[config.mk]
export PLATFORM = sky130hd
export DESIGN_NAME = page_frame_bitmap_allocator
export DESIGN_NICKNAME = d
export VERILOG_FILES = /design/src/rtl/pfba_pkg.sv /design/src/rtl/pfba_ram.sv /design/src/rtl/pfba_datapath.sv /design/src/rtl/pfba_ctrl.sv /design/src/rtl/page_frame_bitmap_allocator.sv
export SDC_FILE = /design/constraint.sdc
export NUM_CORES = 2
export LEC_CHECK = 0
export BUFFER_PORTS_ARGS = -buffer_cell sky130_fd_sc_hd__buf_2
export CAP_MARGIN = 20
export CELL_PAD_IN_SITES_DETAIL_PLACEMENT = 1
export CELL_PAD_IN_SITES_GLOBAL_PLACEMENT = 1
export CORE_UTILIZATION = 30
export CTS_BUF_LIST = sky130_fd_sc_hd__clkbuf_4
export CTS_CLUSTER_DIAMETER = 150
export DETAILED_ROUTE_END_ITERATION = 6
export PLACE_DENSITY_LB_ADDON = 0.12
export SLEW_MARGIN = 10
export SYNTH_ARGS = -nofsm -noshare
export SYNTH_HDL_FRONTEND = slang
export SYNTH_SLANG_ARGS = --single-unit
[constraint.sdc]
create_clock -name clk -period 6.5 [get_ports clk]
set_clock_uncertainty 0.2 [all_clocks]
set_input_delay 0.325 -clock clk [delete_from_list [all_inputs] [get_ports clk]]
set_output_delay 0.325 -clock clk [all_outputs]
set_load 0.01 [all_outputs]
[src/rtl/pfba_pkg.sv]
// shared codes and controller/datapath interface types for the page frame allocator
package pfba_pkg;

	localparam logic [2:0] CMD_ALLOC = 3'd0;
	localparam logic [2:0] CMD_FREE  = 3'd1;
	localparam logic [2:0] CMD_MARK  = 3'd2;
	localparam logic [2:0] CMD_QUERY = 3'd3;
	localparam logic [2:0] CMD_INIT  = 3'd4;

	localparam logic [1:0] ST_OK     = 2'd0;
	localparam logic [1:0] ST_NO_RUN = 2'd1;
	localparam logic [1:0] ST_ZERO   = 2'd2;
	localparam logic [1:0] ST_RANGE  = 2'd3;

	localparam logic [1:0] MD_SCAN  = 2'd0;
	localparam logic [1:0] MD_WRITE = 2'd1;
	localparam logic [1:0] MD_READ  = 2'd2;

	localparam logic CFG_PAGE_COUNT = 1'b0;
	localparam logic CFG_RESERVED   = 1'b1;

	localparam logic [10:0] PAGE_COUNT_RST = 11'd1024;

	typedef struct packed {
		logic take;
		logic setup;
		logic rd;
		logic ld;
		logic step;
		logic wb;
		logic mark_setup;
		logic finish;
	} dp_cmd_t;

	typedef struct packed {
		logic early;
		logic empty;
		logic last;
		logic wrap;
		logic done;
		logic found;
		logic scan;
	} dp_stat_t;

endpackage

[src/rtl/pfba_ram.sv]
// generic single-write, single-read ram with registered read data
module pfba_ram #(
	parameter int WIDTH = 32,
	parameter int DEPTH = 32
) (
	input  logic                             clk,
	input  logic                             we,
	input  logic [$clog2(DEPTH > 1 ? DEPTH : 2)-1:0] waddr,
	input  logic [WIDTH-1:0]                 wdata,
	input  logic [$clog2(DEPTH > 1 ? DEPTH : 2)-1:0] raddr,
	output logic [WIDTH-1:0]                 rdata
);

	logic [WIDTH-1:0] mem_q [DEPTH];

	always_ff @(posedge clk) begin
		if (we) begin
			mem_q[waddr] <= wdata;
		end
		rdata <= mem_q[raddr];
	end

endmodule

[src/rtl/pfba_datapath.sv]
// busy map storage, walk counters, run search and result registers
module pfba_datapath #(
	parameter int MAX_PAGES = 1024,
	parameter int WORD_BITS = 32
) (
	input  logic                clk,
	input  logic                arst_n,
	input  pfba_pkg::dp_cmd_t   c,
	output pfba_pkg::dp_stat_t  s,
	input  logic                cfg_we,
	input  logic                cfg_index,
	input  logic [10:0]         cfg_data,
	input  logic [2:0]          cmd,
	input  logic [19:0]         page_index,
	input  logic [10:0]         count,
	input  logic                busy_req,
	output logic [1:0]          status,
	output logic [9:0]          start_page,
	output logic                bit_value
);

	localparam int MAP_WORDS = (MAX_PAGES + WORD_BITS - 1) / WORD_BITS;
	localparam int PW = $clog2(MAX_PAGES + 1);
	localparam int AW = $clog2(MAP_WORDS > 1 ? MAP_WORDS : 2);
	localparam int BW = $clog2(WORD_BITS);

	logic [2:0]  cmd_q;
	logic [19:0] idx_q;
	logic [10:0] cnt_q;
	logic        req_q;
	logic [10:0] page_count_q;
	logic [10:0] reserved_q;

	logic [PW-1:0] cur_q, end_q, first_q;
	logic [AW-1:0] wa_q, first_wa_q;
	logic [BW-1:0] bo_q, first_bo_q;
	logic [1:0]    mode_q;
	logic          val_q;
	logic [WORD_BITS-1:0] buf_q;
	logic [MAP_WORDS-1:0] vld_q;
	logic          rd_vld_q;
	logic [10:0]   run_q;
	logic          found_q, done_q, rbit_q, early_q;
	logic [1:0]    est_q;
	logic [WORD_BITS-1:0] rdata;

	logic [PW-1:0] pc, idx_p, fend, res_lim, s_start, s_end, nxt;
	logic [31:0]   fsum;
	logic          idx_ok, early, s_val, hit, cur_bit;
	logic [1:0]    early_st, s_mode;

	// effective page count and clipped limits
	always_comb begin
		pc = (32'(page_count_q) > 32'(MAX_PAGES)) ? PW'(MAX_PAGES) : PW'(page_count_q);
		idx_ok = 32'(idx_q) < 32'(pc);
		idx_p = PW'(idx_q);
		fsum = 32'(idx_q) + 32'(cnt_q);
		fend = (fsum > 32'(pc)) ? pc : PW'(fsum);
		res_lim = (32'(reserved_q) < 32'(pc)) ? PW'(reserved_q) : pc;
	end

	always_comb begin
		early = 1'b0;
		early_st = pfba_pkg::ST_OK;
		s_start = '0;
		s_end = '0;
		s_mode = pfba_pkg::MD_READ;
		s_val = 1'b0;
		case (cmd_q)
			pfba_pkg::CMD_ALLOC: begin
				if (cnt_q == 11'd0) begin
					early = 1'b1;
					early_st = pfba_pkg::ST_ZERO;
				end else begin
					s_end = pc;
					s_mode = pfba_pkg::MD_SCAN;
				end
			end
			pfba_pkg::CMD_FREE: begin
				if (cnt_q == 11'd0) begin
					early = 1'b1;
					early_st = pfba_pkg::ST_ZERO;
				end else if (!idx_ok) begin
					early = 1'b1;
					early_st = pfba_pkg::ST_RANGE;
				end else begin
					s_start = idx_p;
					s_end = fend;
					s_mode = pfba_pkg::MD_WRITE;
				end
			end
			pfba_pkg::CMD_MARK: begin
				if (!idx_ok) begin
					early = 1'b1;
					early_st = pfba_pkg::ST_RANGE;
				end else begin
					s_start = idx_p;
					s_end = idx_p + PW'(1);
					s_mode = pfba_pkg::MD_WRITE;
					s_val = req_q;
				end
			end
			pfba_pkg::CMD_QUERY: begin
				if (!idx_ok) begin
					early = 1'b1;
					early_st = pfba_pkg::ST_RANGE;
				end else begin
					s_start = idx_p;
					s_end = idx_p + PW'(1);
					s_mode = pfba_pkg::MD_READ;
				end
			end
			pfba_pkg::CMD_INIT: begin
				s_end = res_lim;
				s_mode = pfba_pkg::MD_WRITE;
				s_val = 1'b1;
			end
			default: begin
				early = 1'b1;
			end
		endcase
	end

	always_comb begin
		cur_bit = buf_q[bo_q];
		nxt = cur_q + PW'(1);
		hit = (mode_q == pfba_pkg::MD_SCAN) && !cur_bit &&
			((12'(run_q) + 12'd1) == 12'(cnt_q));
		s.early = early;
		s.empty = s_start >= s_end;
		s.last = (nxt == end_q) || hit;
		s.wrap = bo_q == BW'(WORD_BITS - 1);
		s.done = done_q;
		s.found = found_q;
		s.scan = mode_q == pfba_pkg::MD_SCAN;
	end

	always_ff @(posedge clk or negedge arst_n) begin
		if (!arst_n) begin
			page_count_q <= pfba_pkg::PAGE_COUNT_RST;
			reserved_q <= '0;
			vld_q <= '0;
		end else begin
			if (cfg_we) begin
				if (cfg_index == pfba_pkg::CFG_PAGE_COUNT) begin
					page_count_q <= cfg_data;
				end else begin
					reserved_q <= cfg_data;
				end
			end
			// init forgets every word, later reads see zero
			if (c.setup && cmd_q == pfba_pkg::CMD_INIT) begin
				vld_q <= '0;
			end
			if (c.wb && mode_q == pfba_pkg::MD_WRITE) begin
				vld_q[wa_q] <= 1'b1;
			end
		end
	end

	always_ff @(posedge clk) begin
		if (c.take) begin
			cmd_q <= cmd;
			idx_q <= page_index;
			cnt_q <= count;
			req_q <= busy_req;
		end
		if (c.setup) begin
			early_q <= early;
			est_q <= early_st;
			cur_q <= s_start;
			end_q <= s_end;
			wa_q <= AW'(s_start / WORD_BITS);
			bo_q <= BW'(s_start % WORD_BITS);
			mode_q <= s_mode;
			val_q <= s_val;
			run_q <= '0;
			found_q <= 1'b0;
			done_q <= 1'b0;
			rbit_q <= 1'b0;
		end
		if (c.mark_setup) begin
			cur_q <= first_q;
			end_q <= first_q + PW'(cnt_q);
			wa_q <= first_wa_q;
			bo_q <= first_bo_q;
			mode_q <= pfba_pkg::MD_WRITE;
			val_q <= 1'b1;
			done_q <= 1'b0;
		end
		if (c.rd) begin
			rd_vld_q <= vld_q[wa_q];
		end
		if (c.ld) begin
			buf_q <= rd_vld_q ? rdata : '0;
		end
		if (c.step) begin
			case (mode_q)
				pfba_pkg::MD_SCAN: begin
					if (cur_bit) begin
						run_q <= '0;
					end else begin
						if (run_q == 11'd0) begin
							first_q <= cur_q;
							first_wa_q <= wa_q;
							first_bo_q <= bo_q;
						end
						run_q <= run_q + 11'd1;
					end
				end
				pfba_pkg::MD_WRITE: buf_q[bo_q] <= val_q;
				default: rbit_q <= cur_bit;
			endcase
			cur_q <= nxt;
			bo_q <= s.wrap ? '0 : bo_q + BW'(1);
			if (s.last) begin
				done_q <= 1'b1;
			end
			if (hit) begin
				found_q <= 1'b1;
			end
		end
		if (c.wb) begin
			wa_q <= wa_q + AW'(1);
		end
		if (c.finish) begin
			if (early_q) begin
				status <= est_q;
			end else if (cmd_q == pfba_pkg::CMD_ALLOC && !found_q) begin
				status <= pfba_pkg::ST_NO_RUN;
			end else begin
				status <= pfba_pkg::ST_OK;
			end
			start_page <= (!early_q && cmd_q == pfba_pkg::CMD_ALLOC && found_q) ?
				10'(first_q) : 10'd0;
			bit_value <= (!early_q && cmd_q == pfba_pkg::CMD_QUERY) ? rbit_q : 1'b0;
		end
	end

	pfba_ram #(
		.WIDTH(WORD_BITS),
		.DEPTH(MAP_WORDS)
	) u_map (
		.clk(clk),
		.we(c.wb && mode_q == pfba_pkg::MD_WRITE),
		.waddr(wa_q),
		.wdata(buf_q),
		.raddr(wa_q),
		.rdata(rdata)
	);

endmodule

[src/rtl/pfba_ctrl.sv]
// sequencing state machine for the page frame allocator
module pfba_ctrl (
	input  logic                clk,
	input  logic                arst_n,
	input  logic                in_valid,
	output logic                in_stall,
	output logic                out_valid,
	input  logic                out_stall,
	output pfba_pkg::dp_cmd_t   c,
	input  pfba_pkg::dp_stat_t  s
);

	localparam logic [2:0] S_IDLE  = 3'd0;
	localparam logic [2:0] S_SETUP = 3'd1;
	localparam logic [2:0] S_RD    = 3'd2;
	localparam logic [2:0] S_LD    = 3'd3;
	localparam logic [2:0] S_BIT   = 3'd4;
	localparam logic [2:0] S_WB    = 3'd5;
	localparam logic [2:0] S_MARK  = 3'd6;
	localparam logic [2:0] S_FIN   = 3'd7;

	logic [2:0] state_q, state_d;
	logic       out_valid_q;

	assign in_stall = state_q != S_IDLE;
	assign out_valid = out_valid_q;

	always_comb begin
		c = '0;
		state_d = state_q;
		case (state_q)
			S_IDLE: begin
				if (in_valid) begin
					c.take = 1'b1;
					state_d = S_SETUP;
				end
			end
			S_SETUP: begin
				c.setup = 1'b1;
				state_d = (s.early || s.empty) ? S_FIN : S_RD;
			end
			S_RD: begin
				c.rd = 1'b1;
				state_d = S_LD;
			end
			S_LD: begin
				c.ld = 1'b1;
				state_d = S_BIT;
			end
			S_BIT: begin
				c.step = 1'b1;
				if (s.last || s.wrap) begin
					state_d = S_WB;
				end
			end
			S_WB: begin
				c.wb = 1'b1;
				if (!s.done) begin
					state_d = S_RD;
				end else if (s.scan && s.found) begin
					state_d = S_MARK;
				end else begin
					state_d = S_FIN;
				end
			end
			S_MARK: begin
				c.mark_setup = 1'b1;
				state_d = S_RD;
			end
			S_FIN: begin
				// hold the result until the output register is free
				if (!out_valid_q || !out_stall) begin
					c.finish = 1'b1;
					state_d = S_IDLE;
				end
			end
			default: state_d = S_IDLE;
		endcase
	end

	always_ff @(posedge clk or negedge arst_n) begin
		if (!arst_n) begin
			state_q <= S_IDLE;
			out_valid_q <= 1'b0;
		end else begin
			state_q <= state_d;
			if (c.finish) begin
				out_valid_q <= 1'b1;
			end else if (!out_stall) begin
				out_valid_q <= 1'b0;
			end
		end
	end

endmodule

[src/rtl/page_frame_bitmap_allocator.sv]
// page frame bitmap allocator: one busy bit per page, first-fit contiguous alloc
//
// requests arrive on in_valid/in_stall with cmd, page_index, count and busy_req;
// each request yields one result on out_valid/out_stall (status, start_page,
// bit_value). a request is taken only while the block is idle, one at a time.
// the busy map sits in a ram of MAX_PAGES/WORD_BITS words; every command that is
// not rejected walks the affected pages one bit per cycle within a word, loading
// a word each time the walk reaches a new one and, for free, mark and init,
// writing it back once its bits are done. a rejected request or an empty range
// goes from setup straight to the result register. alloc scans from page 0 to
// the end of the fitting run (or to page_count if none fits) and then marks the
// run. the next request is taken in the cycle after the result is registered,
// so requests do not overlap. the result stays in an output register; while
// out_stall holds it, the block can still accept and work one more request,
// but finishes it only once the held result is taken.
// configuration writes (cfg_we, cfg_index, cfg_data) are for idle periods only.
// reset: every page free, page_count 1024, reserved_pages 0, no result pending.
module page_frame_bitmap_allocator #(
	parameter int MAX_PAGES = 1024,
	parameter int WORD_BITS = 32
) (
	input  logic        clk,
	input  logic        arst_n,
	input  logic        in_valid,
	output logic        in_stall,
	input  logic [2:0]  cmd,
	input  logic [19:0] page_index,
	input  logic [10:0] count,
	input  logic        busy_req,
	output logic        out_valid,
	input  logic        out_stall,
	output logic [1:0]  status,
	output logic [9:0]  start_page,
	output logic        bit_value,
	input  logic        cfg_we,
	input  logic        cfg_index,
	input  logic [10:0] cfg_data
);

	pfba_pkg::dp_cmd_t  dp_cmd;
	pfba_pkg::dp_stat_t dp_stat;

	pfba_ctrl u_ctrl (
		.clk(clk),
		.arst_n(arst_n),
		.in_valid(in_valid),
		.in_stall(in_stall),
		.out_valid(out_valid),
		.out_stall(out_stall),
		.c(dp_cmd),
		.s(dp_stat)
	);

	pfba_datapath #(
		.MAX_PAGES(MAX_PAGES),
		.WORD_BITS(WORD_BITS)
	) u_dp (
		.clk(clk),
		.arst_n(arst_n),
		.c(dp_cmd),
		.s(dp_stat),
		.cfg_we(cfg_we),
		.cfg_index(cfg_index),
		.cfg_data(cfg_data),
		.cmd(cmd),
		.page_index(page_index),
		.count(count),
		.busy_req(busy_req),
		.status(status),
		.start_page(start_page),
		.bit_value(bit_value)
	);

endmodule

==> summary.txt <==
commonest non-fill, non-tap cell in the layout: edfxtp_1
WP data arrival: 7160 ps
routed len/inst: 28.96 um
antenna-violating nets left: 0
drt drc: 0
Global Route Usage Sum: 19.71%
FF-to-FF End: u_ctrl.state_q[0]
sink of the worst hold path: u_dp.idx_q[5]
VDD IR-drop max: 289.7 uV
vias per inst: 5.165
placed cell area: 55220 um2
Final Max Slew Viols: 0
TritonCTS Buffers: 369
RePlAce Congestion: 0.8265
commonest cells after routing, fill and taps aside: edfxtp_1, clkbuf_4, mux4_2, a22oi_1, nand2_1
Total Die Area: 173400 um2
R2R depth: 27
die span in y: 416.4 um
syn_nets: 3009
Tmin final: 6204 ps
top_reg_cell synth: edfxtp_1
Vias: 30492
fin nets: 3550
first-pass GRT wire length: 242500 um
hold path start: page_index[5]
Initial Util: 30.30%
Netlist cell types: 93
Finished Core Util: 36.07%
Worst Hold Class: primary input to flip-flop
clock root buffer master: clkbuf_4
cells after synthesis: 2875
period utilization: 95.45%
clock-pin slew on the worst setup and hold paths: 70 ps
sequential area share after synthesis: 71.78%
Pleak: 20.90 nW
Worst setup SP type: flip-flop
cell count after placement: 5124
I/O Buffers: 66
initial antenna violation count: 11
num ports: 67
worst r2r src: u_dp.cnt_q[4]
Filler cells: 17250
RSZ-0062 raised after global routing: no
vias in the first global route: 32975
max-cap violations: 0
asr flop ratio synth: 4.574%
Site Rows: 151
# H-tree levels: 5
Fin Hold WS: 204.9 ps
status: completed
share of layout cells above drive strength 1: 31.01%
CTS tree: built
r2r setup slk: 300 ps
P&R area growth vs syn: 19.06%
Non-Filler Instances: 5904
Die W: 416.4 um
hold path cells: 3
number of synthesized flops with an enable pin: 1129
mean post-synth cell area: 17.92 um2
Slew headroom: 26.30%
Detailed Route Iter0 Violations: 2409
Core Region: 170000 um2
Crit Path Max Fanout: 5
Max clock buf depth: 4
Final TNS setup: 0 ps
Synth Cell Area: 51520 um2
WL final: 171000 um
Slew @ Worst Pin: 1103 ps
Hold Vio Cnt, Final: 0
design area: 61340 um2
warnings from Yosys: 0
Yosys reg bits: 1268
Clock Latency Late Sink: 1330 ps
Fmax: 161.2 MHz
hpwl dp: 100000 um
CP required: 7460 ps
largest net degree at the start of global routing: 118
Clock Sink Count: 1268
Final setup viols: 0
crit path capture type: flip-flop
grt ovf: 0
Initial DRT Pass Iterations: 5
Pwr per Cell Area: 405.0 nW/um2
critical path class: flip-flop to flip-flop
[layer usage]
metal,part of all wire [%],GRT usage (%),wire (um)
met2,48,31.99,82220
met1,45,26.69,76480
met3,5.1,3.876,8649
met4,2.1,5.842,3648
met5,0.0070,0,12
[power by group]
part	internal [W]	total (W)	leakage, nW	switching (W)
combinational	0.00264	0.00661	6.35	0.00397
clock	0.00400	0.00747	2.75	0.00347
sequential	0.0100	0.0108	11.8	0.000729
total	0.0167	0.0248	20.9	0.00817
[kinds of logic after synthesis]
logic type	Yosys count	synth area share, %
adder cells (fa/ha/maj)	82	2.021
AND/OR/NAND/NOR	526	5.006
AO/OA/AOI/OAI	450	6.067
XOR/XNOR	64	1.088
multiplexers	306	12.68
flip-flops	1268	71.78
buffers and inverters	179	1.365
[state kept, by name (all words and copies together) (netlist names), 20 cells and up]
name              cells
u_dp.buf_q           32
u_dp.u_map.rdata     32
u_dp.idx_q           20
u_dp.u_map.mem_q   1024
u_dp.vld_q           32
[how the worst max path moves through the flow]
| stage | startpoint | endpoint | slack [ps] | cells past startpoint |
|---|---|---|---|---|
| after floorplan | u_dp.idx_q[4] | u_ctrl.state_q[0] | 570 | 27 |
| after global placement | u_dp.cnt_q[4] | u_ctrl.state_q[0] | -10 | 27 |
| after detailed placement | u_dp.cnt_q[4] | u_ctrl.state_q[0] | -30 | 27 |
| after CTS | u_dp.cnt_q[4] | u_ctrl.state_q[0] | 60 | 27 |
| after global routing | u_dp.cnt_q[0] | u_ctrl.state_q[0] | 5 | 27 |
| final | u_dp.cnt_q[4] | u_ctrl.state_q[0] | 300 | 27 |
[area by class of cell]
class,instances,area [um2],share of cell area (%)
Sequential cell,1268,36990,60.30
Timing Repair Buffer,315,2665,4.345
Clock inverter,88,456.7,0.7446
Antenna cell,3,7.507,0.01224
Clock buffer,550,4129,6.732
Tap cell,2218,2775,4.525
Inverter,34,127.6,0.2081
Multi-Input combinational cell,1428,14190,23.13
[timing repair]
item	in CTS	in global routing
endpoints found under the setup margin	1	2
cloned	0	0
pin swaps	0	7
hold buffers	124	0
gates resized for setup	1	11
endpoints found under the hold margin	167	0
setup buffers	0	1
[synthesized netlist by cell type, types with 14 or more instances]
master	number	share of area (%)
dfrtp_1	57	2.8
a221oi_1	19	0.32
a21oi_1	113	1.1
mux4_2	264	12
a31oi_1	14	0.17
ha_1	80	1.9
nor2b_1	16	0.19
nor3_1	17	0.17
a21o_1	41	0.60
and2_1	40	0.49
inv_1	34	0.25
xnor2_1	37	0.63
nand2_1	137	1.0
clkbuf_1	102	0.74
dfxtp_1	81	3.1
buf_1	36	0.26
nand4_1	42	0.51
a22oi_1	145	2.1
o21ai_0	41	0.40
edfxtp_1	1129	66
and3_1	15	0.18
mux2_2	24	0.52
nand3_1	32	0.31
nor2_1	168	1.2
xor2_1	27	0.46
[through the flow]
step,setup slack [ps],total power [W]
2_1_floorplan,573.1,0.01482
4_1_cts,62.95,0.02518
5_1_grt,4.563,0.02609
3_3_place_gp,-12.29,0.01737
3_5_place_dp,-25.11,0.01750
6_report,296.0,0.02484
[worst max-delay path, stage by stage, from the launching register on]
cell      delay, ps
edfxtp_1        440
ha_4            280
and2_1          170
a221o_1         330
nor2_2          120
o21ai_1         110
a21o_1          210
a21oi_2         180
xnor2_2         150
ha_1            270
o21ai_0         100
a21oi_1          60
o41a_1          390
a221oi_2        270
o211ai_4        200
o21ai_4         200
a21boi_2         70
or3_1           380
ha_1            270
nand2b_1        140
a21o_1          170
a21o_1          180
a21o_1          190
a21oi_1         130
a21oi_1         100
o31ai_2         350
nand3_1         120
mux2_2          290
Power figures use the tool's default switching activity.
